==> config.mk <==
export PLATFORM = sky130hd
export DESIGN_NAME = request_latency_fault_injector_unit
export DESIGN_NICKNAME = d
export VERILOG_FILES = /design/src/design/rlfi_pkg.sv /design/src/design/rlfi_ctrl.sv /design/src/design/rlfi_dpath.sv /design/src/design/request_latency_fault_injector_unit.sv
export SDC_FILE = /design/constraint.sdc
export NUM_CORES = 2
export LEC_CHECK = 0
export BUFFER_PORTS_ARGS = -buffer_cell sky130_fd_sc_hd__buf_2
export CAP_MARGIN = 20
export CORE_ASPECT_RATIO = 1.5
export CORE_UTILIZATION = 53
export CTS_BUF_LIST = sky130_fd_sc_hd__clkbuf_16
export CTS_CLUSTER_SIZE = 25
export DETAILED_ROUTE_END_ITERATION = 7
export GPL_ROUTABILITY_DRIVEN = 0
export GPL_TIMING_DRIVEN = 0
export PLACE_DENSITY = 0.78
export REMOVE_ABC_BUFFERS = 1
export SYNTH_ARGS = -nofsm -noshare
export SYNTH_HDL_FRONTEND = slang
export SYNTH_SLANG_ARGS = --single-unit
==> constraint.sdc <==
create_clock -name i_clk -period 16.35 [get_ports i_clk]
set_clock_uncertainty 0.05 [all_clocks]
set_input_delay 1.635 -clock i_clk [delete_from_list [all_inputs] [get_ports i_clk]]
set_output_delay 1.635 -clock i_clk [all_outputs]
set_load 0.005 [all_outputs]
==> src/design/rlfi_pkg.sv <==
// Shared types, constants and codes for the request latency fault injector.
// No dependencies; every other design file imports this package.
`timescale 1ns / 1ps

package rlfi_pkg;

    // Request payloads.
    typedef struct packed {
        logic        func;
        logic [63:0] now_ticks;
        logic [31:0] ticket_in;
    } t_in_item;

    typedef struct packed {
        logic        accepted;
        logic [31:0] ticket_out;
        logic        expired;
    } t_out_item;

    // Request kinds.
    localparam logic FUNC_BEGIN = 1'b0;
    localparam logic FUNC_CHECK = 1'b1;

    // Configuration register indexes.
    localparam int          CFG_IDX_W        = 3;
    localparam logic [2:0]  CFG_MIN_LATENCY  = 3'd0;
    localparam logic [2:0]  CFG_MAX_LATENCY  = 3'd1;
    localparam logic [2:0]  CFG_FAIL_PERCENT = 3'd2;
    localparam logic [2:0]  CFG_FAIL_SEED    = 3'd3;
    localparam logic [2:0]  CFG_TICKS_PER_S  = 3'd4;

    // Configuration reset values.
    localparam logic signed [16:0] RST_MIN_LATENCY  = 17'sd0;
    localparam logic signed [16:0] RST_MAX_LATENCY  = 17'sd0;
    localparam logic [6:0]         RST_FAIL_PERCENT = 7'd0;
    localparam logic [31:0]        RST_FAIL_STATE   = 32'd1;
    localparam logic [31:0]        RST_TICKS_PER_S  = 32'd1000000;

    // Arithmetic constants.
    localparam logic [31:0] FAIL_MULT     = 32'hac564b05;
    localparam logic [63:0] HASH_MULT     = 64'h369dea0f31a53f85;
    localparam logic [31:0] HASH_MULT_LO  = HASH_MULT[31:0];
    localparam logic [31:0] HASH_MULT_HI  = HASH_MULT[63:32];
    localparam logic [7:0]  FAIL_SCALE_D  = 8'hff;
    localparam logic [6:0]  FAIL_SCALE_N  = 7'd100;
    localparam logic [15:0] MS_PER_SECOND = 16'd1000;

    // Reciprocal of 1000: (x * RECIP_MS) >> RECIP_SHIFT is floor(x / 1000) for any 32-bit x.
    localparam logic [31:0] RECIP_MS    = 32'd274877907;
    localparam int          RECIP_SHIFT = 38;

    // Remainder divider: 64-bit dividend, 16-bit divisor, two quotient bits a cycle.
    localparam int DIV_W         = 64;
    localparam int DIV_BITS_STEP = 2;
    localparam int DIV_STEPS     = DIV_W / DIV_BITS_STEP;
    localparam int DIV_CNT_W     = $clog2(DIV_STEPS);

    // Controller states.
    typedef enum logic [3:0] {
        S_IDLE,
        S_CHECK,
        S_FAIL_MUL,
        S_DECIDE,
        S_HASH0,
        S_HASH1,
        S_HASH2,
        S_HASH3,
        S_MOD,
        S_SCALE,
        S_SCALE_LO,
        S_RECIP,
        S_TICKET,
        S_DONE
    } t_state;

    // Datapath operations.
    typedef enum logic [3:0] {
        OP_NONE,
        OP_LOAD,
        OP_CHECK,
        OP_FAIL_MUL,
        OP_DECIDE,
        OP_HASH0,
        OP_HASH1,
        OP_HASH2,
        OP_HASH3,
        OP_DIV_STEP,
        OP_SCALE,
        OP_SCALE_LO,
        OP_RECIP,
        OP_TICKET,
        OP_EMIT
    } t_dp_op;

    typedef struct packed {
        t_dp_op op;
    } t_dp_cmd;

    typedef struct packed {
        logic in_check;
        logic fail_en;
        logic refuse;
        logic lat_off;
        logic div_last;
        logic out_free;
    } t_dp_sts;

endpackage

==> src/design/rlfi_ctrl.sv <==
// Sequencing state machine of the request latency fault injector.
// Depends on rlfi_pkg; drives operation commands into rlfi_dpath.
`timescale 1ns / 1ps

module rlfi_ctrl (
    input  logic             i_clk,
    input  logic             i_rst_n,
    input  logic             i_in_valid,
    output logic             o_in_ready,
    input  rlfi_pkg::t_dp_sts i_sts,
    output rlfi_pkg::t_dp_cmd o_cmd
);
    import rlfi_pkg::*;

    t_state r_state;
    t_state n_state;

    // State register.
    always_ff @(posedge i_clk) begin
        if (!i_rst_n) begin
            r_state <= S_IDLE;
        end else begin
            r_state <= n_state;
        end
    end

    // Next state and datapath command.
    always_comb begin
        n_state    = r_state;
        o_cmd.op   = OP_NONE;
        o_in_ready = 1'b0;
        case (r_state)
            S_IDLE: begin
                o_in_ready = 1'b1;
                if (i_in_valid) begin
                    o_cmd.op = OP_LOAD;
                    if (i_sts.in_check) begin
                        n_state = S_CHECK;
                    end else if (i_sts.fail_en) begin
                        n_state = S_FAIL_MUL;
                    end else begin
                        n_state = S_DECIDE;
                    end
                end
            end
            S_CHECK: begin
                o_cmd.op = OP_CHECK;
                n_state  = S_DONE;
            end
            S_FAIL_MUL: begin
                o_cmd.op = OP_FAIL_MUL;
                n_state  = S_DECIDE;
            end
            S_DECIDE: begin
                o_cmd.op = OP_DECIDE;
                n_state  = (i_sts.refuse || i_sts.lat_off) ? S_DONE : S_HASH0;
            end
            S_HASH0: begin
                o_cmd.op = OP_HASH0;
                n_state  = S_HASH1;
            end
            S_HASH1: begin
                o_cmd.op = OP_HASH1;
                n_state  = S_HASH2;
            end
            S_HASH2: begin
                o_cmd.op = OP_HASH2;
                n_state  = S_HASH3;
            end
            S_HASH3: begin
                o_cmd.op = OP_HASH3;
                n_state  = S_MOD;
            end
            S_MOD: begin
                o_cmd.op = OP_DIV_STEP;
                if (i_sts.div_last) begin
                    n_state = S_SCALE;
                end
            end
            S_SCALE: begin
                o_cmd.op = OP_SCALE;
                n_state  = S_SCALE_LO;
            end
            S_SCALE_LO: begin
                o_cmd.op = OP_SCALE_LO;
                n_state  = S_RECIP;
            end
            S_RECIP: begin
                o_cmd.op = OP_RECIP;
                n_state  = S_TICKET;
            end
            S_TICKET: begin
                o_cmd.op = OP_TICKET;
                n_state  = S_DONE;
            end
            S_DONE: begin
                if (i_sts.out_free) begin
                    o_cmd.op = OP_EMIT;
                    n_state  = S_IDLE;
                end
            end
            default: begin
                n_state = S_IDLE;
            end
        endcase
    end

    // A result is only moved to the output register when that register is free.
    assert property (@(posedge i_clk) disable iff (!i_rst_n)
        (o_cmd.op == OP_EMIT) |-> i_sts.out_free)
        else $error("result emitted while the output register is occupied");

    // An accepted request always leaves the controller busy in the next cycle.
    assert property (@(posedge i_clk) disable iff (!i_rst_n)
        (i_in_valid && o_in_ready) |=> !o_in_ready)
        else $error("controller ready again right after accepting a request");

endmodule

==> src/design/rlfi_dpath.sv <==
// Datapath of the request latency fault injector: configuration, state,
// shared 32x32 multiplier, radix-4 divider and result registers. Uses rlfi_pkg.
`timescale 1ns / 1ps

module rlfi_dpath (
    input  logic                               i_clk,
    input  logic                               i_rst_n,
    input  rlfi_pkg::t_in_item                 i_in,
    output rlfi_pkg::t_out_item                o_out,
    output logic                               o_out_valid,
    input  logic                               i_out_ready,
    input  logic                               i_cfg_valid,
    input  logic [rlfi_pkg::CFG_IDX_W-1:0]     i_cfg_index,
    input  logic [31:0]                        i_cfg_data,
    input  rlfi_pkg::t_dp_cmd                  i_cmd,
    output rlfi_pkg::t_dp_sts                  o_sts
);
    import rlfi_pkg::*;

    // Configuration and persistent state.
    logic signed [16:0] r_min_lat;
    logic signed [16:0] r_max_lat;
    logic [6:0]         r_fail_pct;
    logic [31:0]        r_tps;
    logic [31:0]        r_fail_state;
    logic [63:0]        r_base;
    logic               r_base_cap;
    logic               r_out_valid;

    // Working registers of one request.
    logic [63:0]          r_now;
    logic [31:0]          r_tkt;
    logic [63:0]          r_prod;
    logic [63:0]          r_acc;
    logic [63:0]          r_dvd;
    logic [15:0]          r_rem;
    logic [15:0]          r_dvs;
    logic [DIV_CNT_W-1:0] r_cnt;
    logic [15:0]          r_lo;
    logic [15:0]          r_spread;
    logic [31:0]          r_tq;
    logic [31:0]          r_tr;
    t_out_item            r_res;
    t_out_item            r_out;

    // Latency bound normalization from the current registers.
    logic [15:0] norm_lo;
    logic [15:0] norm_hi;
    always_comb begin
        if (r_min_lat < 0) begin
            norm_lo = '0;
            norm_hi = '0;
        end else if (r_max_lat < 0) begin
            norm_lo = r_min_lat[15:0];
            norm_hi = r_min_lat[15:0];
        end else if (r_min_lat > r_max_lat) begin
            norm_lo = r_max_lat[15:0];
            norm_hi = r_min_lat[15:0];
        end else begin
            norm_lo = r_min_lat[15:0];
            norm_hi = r_max_lat[15:0];
        end
    end

    // Failure draw: floor(byte * 100 / 255) < percent is byte * 100 < percent * 255.
    logic [15:0] fail_lhs;
    logic [15:0] fail_rhs;
    assign fail_lhs = 16'(r_fail_state[7:0]) * 16'(FAIL_SCALE_N);
    assign fail_rhs = 16'(r_fail_pct) * 16'(FAIL_SCALE_D);

    // Shared multiplier with operands chosen by the current operation.
    // The tick rate is split into a quotient and a remainder of 1000 while the
    // multiplier is otherwise idle, so the scaled latency needs no divider.
    logic [31:0] mul_a;
    logic [31:0] mul_b;
    logic [63:0] mul_p;
    logic [16:0] bias_ms;
    always_comb begin
        case (i_cmd.op)
            OP_FAIL_MUL: begin
                mul_a = r_fail_state;
                mul_b = FAIL_MULT;
            end
            OP_DECIDE: begin
                mul_a = r_tps;
                mul_b = RECIP_MS;
            end
            OP_HASH0: begin
                mul_a = r_now[31:0];
                mul_b = HASH_MULT_LO;
            end
            OP_HASH1: begin
                mul_a = r_now[63:32];
                mul_b = HASH_MULT_LO;
            end
            OP_HASH2: begin
                mul_a = r_now[31:0];
                mul_b = HASH_MULT_HI;
            end
            OP_HASH3: begin
                mul_a = r_tq;
                mul_b = 32'(MS_PER_SECOND);
            end
            OP_SCALE: begin
                mul_a = 32'(bias_ms);
                mul_b = r_tq;
            end
            OP_SCALE_LO: begin
                mul_a = 32'(bias_ms);
                mul_b = r_tr;
            end
            OP_RECIP: begin
                mul_a = r_prod[31:0];
                mul_b = RECIP_MS;
            end
            default: begin
                mul_a = '0;
                mul_b = '0;
            end
        endcase
    end
    assign mul_p = 64'(mul_a) * 64'(mul_b);

    // Latency in ms: hashed remainder (zero for an empty spread) plus the lower bound.
    assign bias_ms = {1'b0, (r_spread == '0) ? 16'd0 : r_rem} + {1'b0, r_lo};

    // One divider step retires two quotient bits.
    logic [16:0] div_t1;
    logic [16:0] div_t2;
    logic [15:0] div_s1;
    logic [15:0] div_s2;
    logic        div_q1;
    logic        div_q2;
    always_comb begin
        div_t1 = {r_rem, r_dvd[DIV_W-1]};
        div_q1 = (div_t1 >= {1'b0, r_dvs});
        div_s1 = div_q1 ? 16'(div_t1 - {1'b0, r_dvs}) : div_t1[15:0];
        div_t2 = {div_s1, r_dvd[DIV_W-2]};
        div_q2 = (div_t2 >= {1'b0, r_dvs});
        div_s2 = div_q2 ? 16'(div_t2 - {1'b0, r_dvs}) : div_t2[15:0];
    end

    // Expiry compare for check requests.
    logic [63:0] deadline;
    logic        check_done;
    assign deadline   = r_base + {32'd0, r_tkt};
    assign check_done = (r_tkt == '0) || ($signed(r_now) >= $signed(deadline));

    // Status towards the controller.
    always_comb begin
        o_sts.in_check = (i_in.func == FUNC_CHECK);
        o_sts.fail_en  = (r_fail_pct != '0);
        o_sts.refuse   = (r_fail_pct != '0) && (fail_lhs < fail_rhs);
        o_sts.lat_off  = (norm_hi == '0);
        o_sts.div_last = (r_cnt == DIV_CNT_W'(DIV_STEPS - 1));
        o_sts.out_free = !r_out_valid || i_out_ready;
    end

    // Configuration, failure state, time base and output valid.
    always_ff @(posedge i_clk) begin
        if (!i_rst_n) begin
            r_min_lat    <= RST_MIN_LATENCY;
            r_max_lat    <= RST_MAX_LATENCY;
            r_fail_pct   <= RST_FAIL_PERCENT;
            r_tps        <= RST_TICKS_PER_S;
            r_fail_state <= RST_FAIL_STATE;
            r_base       <= '0;
            r_base_cap   <= 1'b0;
            r_out_valid  <= 1'b0;
        end else begin
            if (i_cfg_valid) begin
                case (i_cfg_index)
                    CFG_MIN_LATENCY:  r_min_lat    <= $signed(i_cfg_data[16:0]);
                    CFG_MAX_LATENCY:  r_max_lat    <= $signed(i_cfg_data[16:0]);
                    CFG_FAIL_PERCENT: r_fail_pct   <= i_cfg_data[6:0];
                    CFG_FAIL_SEED:    r_fail_state <= i_cfg_data | 32'd1;
                    CFG_TICKS_PER_S:  r_tps        <= i_cfg_data;
                    default: begin
                    end
                endcase
            end
            if (i_cmd.op == OP_FAIL_MUL) begin
                r_fail_state <= mul_p[31:0];
            end
            if (i_cmd.op == OP_DECIDE && !o_sts.refuse && !o_sts.lat_off
                && !r_base_cap) begin
                r_base     <= r_now;
                r_base_cap <= 1'b1;
            end
            if (i_cmd.op == OP_EMIT) begin
                r_out_valid <= 1'b1;
            end else if (i_out_ready) begin
                r_out_valid <= 1'b0;
            end
        end
    end

    // Request working registers.
    always_ff @(posedge i_clk) begin
        case (i_cmd.op)
            OP_LOAD: begin
                r_now <= i_in.now_ticks;
                r_tkt <= i_in.ticket_in;
            end
            OP_CHECK: begin
                r_res.accepted   <= 1'b0;
                r_res.ticket_out <= '0;
                r_res.expired    <= check_done;
            end
            OP_DECIDE: begin
                r_lo             <= norm_lo;
                r_spread         <= norm_hi - norm_lo;
                r_tq             <= 32'(mul_p[63:RECIP_SHIFT]);
                r_res.accepted   <= !o_sts.refuse;
                r_res.ticket_out <= '0;
                r_res.expired    <= 1'b0;
            end
            OP_HASH0: begin
                r_prod <= mul_p;
            end
            OP_HASH1: begin
                r_acc  <= r_prod;
                r_prod <= mul_p;
            end
            OP_HASH2: begin
                r_acc[63:32] <= r_acc[63:32] + r_prod[31:0];
                r_prod       <= mul_p;
            end
            OP_HASH3: begin
                // Low 64 bits of the hash product go to the divider as dividend.
                r_dvd <= {r_acc[63:32] + r_prod[31:0], r_acc[31:0]};
                r_dvs <= r_spread;
                r_rem <= '0;
                r_cnt <= '0;
                r_tr  <= r_tps - mul_p[31:0];
            end
            OP_DIV_STEP: begin
                r_dvd <= {r_dvd[DIV_W-3:0], div_q1, div_q2};
                r_rem <= div_s2;
                r_cnt <= r_cnt + 1'b1;
            end
            OP_SCALE: begin
                // Latency times the whole thousands of the tick rate.
                r_acc <= mul_p;
            end
            OP_SCALE_LO: begin
                // Latency times the leftover ticks, the tick rate modulo MS_PER_SECOND.
                r_prod <= mul_p;
            end
            OP_RECIP: begin
                r_dvd <= r_acc + 64'(mul_p[63:RECIP_SHIFT]);
            end
            OP_TICKET: begin
                r_res.ticket_out <= r_now[31:0] + r_dvd[31:0] - r_base[31:0];
            end
            OP_EMIT: begin
                r_out <= r_res;
            end
            default: begin
            end
        endcase
    end

    assign o_out       = r_out;
    assign o_out_valid = r_out_valid;

    // The failure state is odd after reset and stays odd under the odd multiplier.
    assert property (@(posedge i_clk) disable iff (!i_rst_n)
        r_fail_state[0])
        else $error("failure state lost its low bit");

    // Once captured, the time base stays captured and unchanged.
    assert property (@(posedge i_clk) disable iff (!i_rst_n)
        r_base_cap |=> (r_base_cap && $stable(r_base)))
        else $error("time base changed after capture");

endmodule

==> src/design/request_latency_fault_injector_unit.sv <==
// Top level of the request latency fault injector.
// Depends on rlfi_pkg, rlfi_ctrl and rlfi_dpath.
//
//  channel | direction | handshake               | payload
//  --------+-----------+-------------------------+----------------------------
//  in      | input     | i_in_valid / o_in_ready | i_in  (t_in_item)
//  out     | output    | o_out_valid/i_out_ready | o_out (t_out_item)
//  cfg     | input     | i_cfg_valid/o_cfg_ready | i_cfg_index, i_cfg_data
//
// One request at a time. A check passes from the accepting state through S_CHECK to
// the output register; a begin goes through S_DECIDE (after S_FAIL_MUL when a fail
// percent is set) and on to S_DONE when refused or without latency; otherwise it goes
// on through the hash steps, the 32-step pass of the radix-4 divider (hash modulo
// spread), the multiplier steps that scale the latency to ticks, and S_TICKET.
// Reset is synchronous and active low; it restores the configuration defaults.
// A result waits in the output register while the next request is accepted; a full
// output register holds the finished request until the receiver takes the old one.
// Configuration writes are always taken.
`timescale 1ns / 1ps

module request_latency_fault_injector_unit (
    input  logic                           i_clk,
    input  logic                           i_rst_n,
    input  logic                           i_in_valid,
    output logic                           o_in_ready,
    input  rlfi_pkg::t_in_item             i_in,
    output logic                           o_out_valid,
    input  logic                           i_out_ready,
    output rlfi_pkg::t_out_item            o_out,
    input  logic                           i_cfg_valid,
    output logic                           o_cfg_ready,
    input  logic [rlfi_pkg::CFG_IDX_W-1:0] i_cfg_index,
    input  logic [31:0]                    i_cfg_data
);
    import rlfi_pkg::*;

    t_dp_cmd cmd;
    t_dp_sts sts;

    // Configuration writes never stall.
    assign o_cfg_ready = 1'b1;

    rlfi_ctrl u_ctrl (
        .i_clk      (i_clk),
        .i_rst_n    (i_rst_n),
        .i_in_valid (i_in_valid),
        .o_in_ready (o_in_ready),
        .i_sts      (sts),
        .o_cmd      (cmd)
    );

    rlfi_dpath u_dpath (
        .i_clk       (i_clk),
        .i_rst_n     (i_rst_n),
        .i_in        (i_in),
        .o_out       (o_out),
        .o_out_valid (o_out_valid),
        .i_out_ready (i_out_ready),
        .i_cfg_valid (i_cfg_valid),
        .i_cfg_index (i_cfg_index),
        .i_cfg_data  (i_cfg_data),
        .i_cmd       (cmd),
        .o_sts       (sts)
    );

endmodule

## Word level (Yosys, flattened, before mapping)

Index checks and enable logic that the tools add are counted.

| storage, ports and cells | value |
|---|---|
| bits in registers | 658 |
| logic and storage cells | 158 |
| input port bits | 137 |
| output and inout port bits | 37 |

| cells by class | value |
|---|---|
| $mul | 3 |
| reduce and logical (&&, ||, !) cells | 39 |
| equal/unequal tests | 35 |
| $lt $le $gt $ge | 7 |
| add/sub/neg operators | 11 |
| mux-type cells | 35 |

Operator list:

| kind | count |
|---|---|
| $pmux 32 s7 | 2 |
| $pmux 64 s3 | 1 |
| $mux 16 | 9 |
| $pmux 32 s2 | 2 |
| $mux 32 | 3 |
| $pmux 32 s3 | 1 |
| $add 32x32->32 | 2 |
| $add 64x26->64 | 1 |
| $add 64x32->64 | 1 |
| $ge 64x64->1 | 1 |
| $mul 32x32->64 | 1 |
| $sub 32x32->32 | 2 |
| $pmux 4 s14 | 1 |
| $eq 4x4->1 const B | 13 |
| $pmux 4 s13 | 1 |
| $sub 16x16->16 | 3 |
| $ge 17x16->1 | 2 |
| $lt 17x1->1 const B | 2 |
| $eq 4x3->1 const B | 8 |
| $logic_not 16->1 | 2 |
| $logic_not 32->1 | 1 |
| $pmux 16 s2 | 1 |
| $mux 4 | 6 |
| $add 16x16->17 | 1 |
| other kinds (27) | 63 |

## Logic depth before layout (Yosys ltp)

| logic depth | value |
|---|---|
| depth after elaboration | 10 |
| gate-level depth with buffers | 58 |
| mapped depth without buffers | 54 |

## By module

A second synthesis with hierarchy kept.

| unflattened totals | value |
|---|---|
| cells, all modules | 8065 |
| area, all modules | 74672.9 um^2 |

Modules (own cells, without submodules):

| module | area an instance (um^2) | sequential area each (um^2) | cells an instance | times used |
|---|---|---|---|---|
| rlfi_dpath | 74243.7 | 17927.2 | 8003 | 1 |
| rlfi_ctrl | 417.9 | 80.1 | 60 | 1 |
| request_latency_fault_injector_unit | 11.3 | 0.0 | 2 | 1 |

## Worst setup path after synthesis

OpenSTA, ideal clock, no wires.

| timing path | value |
|---|---|
| path kind | register to register |
| start | register u_ctrl.r_state[1] |
| end | register u_dpath.r_dvd[49] (data pin) |
| buffers on the path | 7 |
| arrival | 12482 ps |
| cell stages (with the launch flop) | 48 |
| period minus slack after synthesis | 12807 ps |
| data required time | 16025 ps |
| slack | 3543 ps |
| library setup time | 275 ps |
| path through | dfxtp_1 clkbuf_1 nor2b_1 clkbuf_1 nand2_1 inv_1 buf_2 clkbuf_1 a22oi_1 nand4_1 clkbuf_1 nand2_1 fa_1 inv_1 fa_1 inv_1 fa_1 fa_1 [12 not listed] o31ai_2 a31oi_1 a41oi_2 nor2_1 a221oi_2 xnor2_1 ha_1 a21o_1 a21o_1 a21oi_1 nor3b_1 a22o_1 o21a_1 clkbuf_1 nor2_1 and3_1 xnor2_1 o221ai_1 |

| between the ends | value |
|---|---|
| cells in the longest elaborated chain, start to end | 8 |
| elaborated cells between the ends (all ways) | 34 |
| those cells by class | add/sub: 1; mul: 1; eq/ne: 23; mux: 4; reduce/logical: 5 |

Ends and longest elaborated chain:

| element | line | text |
|---|---|---|
| from (decl) | rlfi_ctrl.sv:15 | `t_state r_state;` |
| from (signal assigned) | rlfi_ctrl.sv:23 | `r_state <= n_state;` |
| $eq 4x4->1 (tied with other cells) | rlfi_ctrl.sv:32 | `case (r_state)` |
| $pmux 4 s14 (*) | rlfi_ctrl.sv:32 |  |
| $eq 4x4->1 / $eq 4x3->1 (equally long branches) | rlfi_dpath.sv:79 | `case (i_cmd.op)` |
| $reduce_or 2->1 (no source line) | n/a |  |
| $pmux 32 s7 | rlfi_dpath.sv:79 |  |
| $mul 32x32->64 (*) | rlfi_dpath.sv:122 | `assign mul_p = 64'(mul_a) * 64'(mul_b);` |
| named net u_dpath.mul_p[60] | rlfi_dpath.sv:76 | `logic [63:0] mul_p;` |
| $add 64x26->64 (*) | rlfi_dpath.sv:251 | `r_dvd <= r_acc + 64'(mul_p[63:RECIP_SHIFT]);` |
| $pmux 64 s3 (*) | rlfi_dpath.sv:200 | `case (i_cmd.op)` |
| to (signal assigned) | rlfi_dpath.sv:231 | `r_dvd <= {r_acc[63:32] + r_prod[31:0], r_acc[31:0]};` |
| to (signal assigned) | rlfi_dpath.sv:238 | `r_dvd <= {r_dvd[DIV_W-3:0], div_q1, div_q2};` |
| to (signal assigned) | rlfi_dpath.sv:251 |  |
| to (decl) | rlfi_dpath.sv:35 | `logic [63:0] r_dvd;` |

The timed path passes the listed nets; every way through them passes the cells marked *.
A chain may end at the register's enable or synchronous reset.

## Worst setup path in the final report

| timing path | value |
|---|---|
| start | register u_ctrl.r_state[1] |
| end | register u_dpath.r_dvd[63] (data pin) |

The elaborated chain is that of the path after synthesis.

==> impl_metrics.env <==
export IMPL_status="finished, violations left"
export IMPL_violations="DRC, slew limit"
export IMPL_grt_remaining_overflow=0
export IMPL_ys_ff_latch=658
export IMPL_cts_root_buf="clkbuf_16"
export IMPL_core_area_um2=140000
export IMPL_cp_top_family="adder cells"
export IMPL_cp_num_buf_inv=6
export IMPL_grt_max_degree=130
export IMPL_relSlewSlack_pct=-3.53
export IMPL_yosysMostFrequentCell="inv_1"
export IMPL_synth_area_per_cell_um2=9.27
export IMPL_reg2reg_depth=41
export IMPL_synth_flop_cell="edfxtp_1"
export IMPL_synth_common_cells="inv_1 (1,346), nand2_1 (1,103), fa_1 (957)"
export IMPL_area_growth_pct=8.91
export IMPL_ys_warn_count=0
export IMPL_drc=71
export IMPL_htreeDepth=3
export IMPL_drt_pass1_iter_count=8
export IMPL_min_path_type="reg2reg"
export IMPL_syn_inst=8056
export IMPL_reg2reg_to="u_dpath.r_dvd[63]$_DFFE_PP_"
export IMPL_hpwlAfterDp_um=201000
export IMPL_r2r_start="u_ctrl.r_state[1]$_SDFFE_PN0P_"
export IMPL_die_w_um=308
export IMPL_drive_above_1_share_pct=6.63
export IMPL_worstSetupStartpoint="u_ctrl.r_state[1]$_SDFFE_PN0P_"
export IMPL_finalMaxSlewViolations=2
export IMPL_yosys_cell_types_count=104
export IMPL_num_rows=168
export IMPL_wl_per_cell_um=25.7
export IMPL_drt_iter0_drc=7392
export IMPL_final_setup_viol_count=0
export IMPL_end_kind="flop"
export IMPL_routed_wl_um=258000
export IMPL_tightest_slew_ns=1.55
export IMPL_synthTopCellsByArea="fa_1 (26%), edfxtp_1 (19%), ha_1 (11%)"
export IMPL_pre_cts_slack_ns=0.162
export IMPL_min_period_ns=16.10
export IMPL_fillCellCount=11474
export IMPL_crit_arrival_ns=16.41
export IMPL_track_usage_pct=36.6
export IMPL_cts_path_max_buffers=3
export IMPL_synth_largest_area_cell="fa_1"
export IMPL_start_util_pct=53.4
export IMPL_grt_pass1_wl_um=385000
export IMPL_io_pins=174
export IMPL_antenna_found_initial=10
export IMPL_cts_sinks=658
export IMPL_dp_cells=9877
export IMPL_critPathMaxFanout=68
export IMPL_clk_pin_slew_ns=0.07
export IMPL_required_ns=16.67
export IMPL_fp_dieH_um=462
export IMPL_final_cell_count_no_fill=10034
export IMPL_vias_per_cell=6.27
export IMPL_drv_cap=0
export IMPL_synth_edff_count=483
export IMPL_cts_hold_buf=0
export IMPL_finalHoldViolCount=0
export IMPL_numCtsBuffers=70
export IMPL_synth_top_area_share_pct=25.7
export IMPL_worst_path_max_delay_cell="xnor2_1"
export IMPL_die_area_um2=142000
export IMPL_path_depth=41
export IMPL_synth_seq_area_share_pct=24.1
export IMPL_fin_crit_sh_pct=98.4
export IMPL_rrSetupSlack_ns=0.25
export IMPL_portBuffers=172
export IMPL_cp_common_cell="fa_1"
export IMPL_fmax_mhz=62.1
export IMPL_async_flop_share_pct=0
export IMPL_syn_area_um2=74700
export IMPL_ant_nets=0
export IMPL_cts_tree="built"
export IMPL_vias=62872
export IMPL_grt_pass1_vias=64785
export IMPL_path_class="reg2reg"
export IMPL_max_stage_delay_ns=0.97
export IMPL_fin_ws_ns=0.254
export IMPL_endpoint="u_dpath.r_dvd[63]$_DFFE_PP_"
export IMPL_worstSkewPairLatency_ns=0.71
export IMPL_critPathLaunchType="flop"
export IMPL_fin_nets=9834
routing by layer:
layer	up-vias	GRT usage [%]	part of all wire, %
li1	26471	-	-
met1	30294	39.4	32
met2	4433	56.6	44
met3	1656	13.1	13
met4	18	33.0	12
met5	-	0.821	0.14
timing repair:
action                                 CTS  global route
resized for setup                        0            10
setup endpoints to repair                0            39
buffers inserted                         0             1
endpoints found under the hold margin    0             0
worst register-to-register path: cells and delay by family (launching register included):
kind | cells | cell delay (ns)
buf+inv | 6 | 1.25
fa+ha+maj | 10 | 5.08
xor+xnor | 2 | 1.11
flops | 1 | 0.94
compound gates | 13 | 3.79
simple gates | 10 | 3.60
metrics by stage:
stage | utilization, % | setup TNS (ns) | cell area, µm² | hold slack [ns]
final | 58.2 | 0 | 81300 | 0.359
after global routing | 58.1 | -0.0496 | 81300 | 0.374
after CTS | 57.9 | 0 | 81000 | 0.366
after detailed placement | 56.2 | 0 | 78600 | 0.355
after global placement | 54.8 | -652.95 | 76600 | 0.354
after floorplan | - | 0 | 73400 | 0.350
logic make-up after synthesis:
family                     synth area share [%]
and+or+nand+nor                            13.7
buffers and inverters                      8.60
adders and majority gates                  36.4
AOI/OAI and AO/OA                          12.4
DFF                                        24.1
xor gates and xnor gates                   3.84
muxes                                     0.882
other                                    0.0101
sequential cells by signal (all words and copies together) (netlist names):
signal / count
u_dpath.r_cnt: 5
u_dpath.r_tps: 32
u_dpath.r_now: 64
u_dpath.o_out_valid: 1
u_dpath.r_max_lat: 17
u_dpath.r_res: 34
u_dpath.r_tr: 32
u_dpath.r_tkt: 32
u_ctrl.r_state: 4
u_dpath.r_fail_state: 32
u_dpath.r_dvs: 16
u_dpath.r_acc: 64
u_dpath.o_out: 34
u_dpath.r_rem: 16
u_dpath.r_dvd: 64
u_dpath.r_spread: 16
u_dpath.r_prod: 64
u_dpath.r_fail_pct: 7
u_dpath.r_tq: 26
u_dpath.r_base: 64
u_dpath.r_lo: 16
u_dpath.r_base_cap: 1
u_dpath.r_min_lat: 17
layout make-up:
| type | count | area [µm²] | area share (%) |
|---|---|---|---|
| clock inverters | 58 | 594 | 0.731 |
| well taps | 1870 | 2340 | 2.88 |
| inverters | 1347 | 5060 | 6.23 |
| multi-input cells | 5737 | 50800 | 62.5 |
| diodes | 10 | 25.0 | 0.0308 |
| repair buffers | 283 | 2720 | 3.34 |
| clock buffers | 71 | 1780 | 2.19 |
| flip-flops and latches | 658 | 18000 | 22.2 |
worst min path at each step:
stage	start	to	slack, ns	cells past startpoint
floorplan	u_dpath.r_res[0]$_SDFFCE_PN0P_	u_dpath.o_out[0]$_DFFE_PP_	0.35	0
global route	u_dpath.r_res[29]$_SDFFCE_PN0P_	u_dpath.o_out[29]$_DFFE_PP_	0.37	0
global placement	u_dpath.r_res[28]$_SDFFCE_PN0P_	u_dpath.o_out[28]$_DFFE_PP_	0.35	0
detailed placement	u_dpath.r_res[6]$_SDFFCE_PN0P_	u_dpath.o_out[6]$_DFFE_PP_	0.36	0
CTS	u_dpath.r_res[2]$_SDFFCE_PN0P_	u_dpath.o_out[2]$_DFFE_PP_	0.37	0
finish	u_dpath.r_res[2]$_SDFFCE_PN0P_	u_dpath.o_out[2]$_DFFE_PP_	0.36	0
cell usage in the layout (no fill, tap or decap), types with 60 or more instances in the layout:
master     netlist  layout
a22oi_1        137     137
a21boi_0        74      74
nand3_1        161     157
xor2_1         132     129
nor2_1         598     590
buf_2           13     172
inv_1         1346    1356
nand2_1       1103    1099
a21o_1         175     173
a21oi_1        290     276
fa_1           957     957
o21ai_0        294     286
clkbuf_16        0      71
xnor2_1        195     194
edfxtp_1       483     483
ha_1           643     643
dfxtp_1        175     172
nor2b_1         62      60
nand4_1         67      67
Power is left out: the tool's default activity adds up to more than one toggle a clock period on the data nets, which glitch-free logic cannot reach.
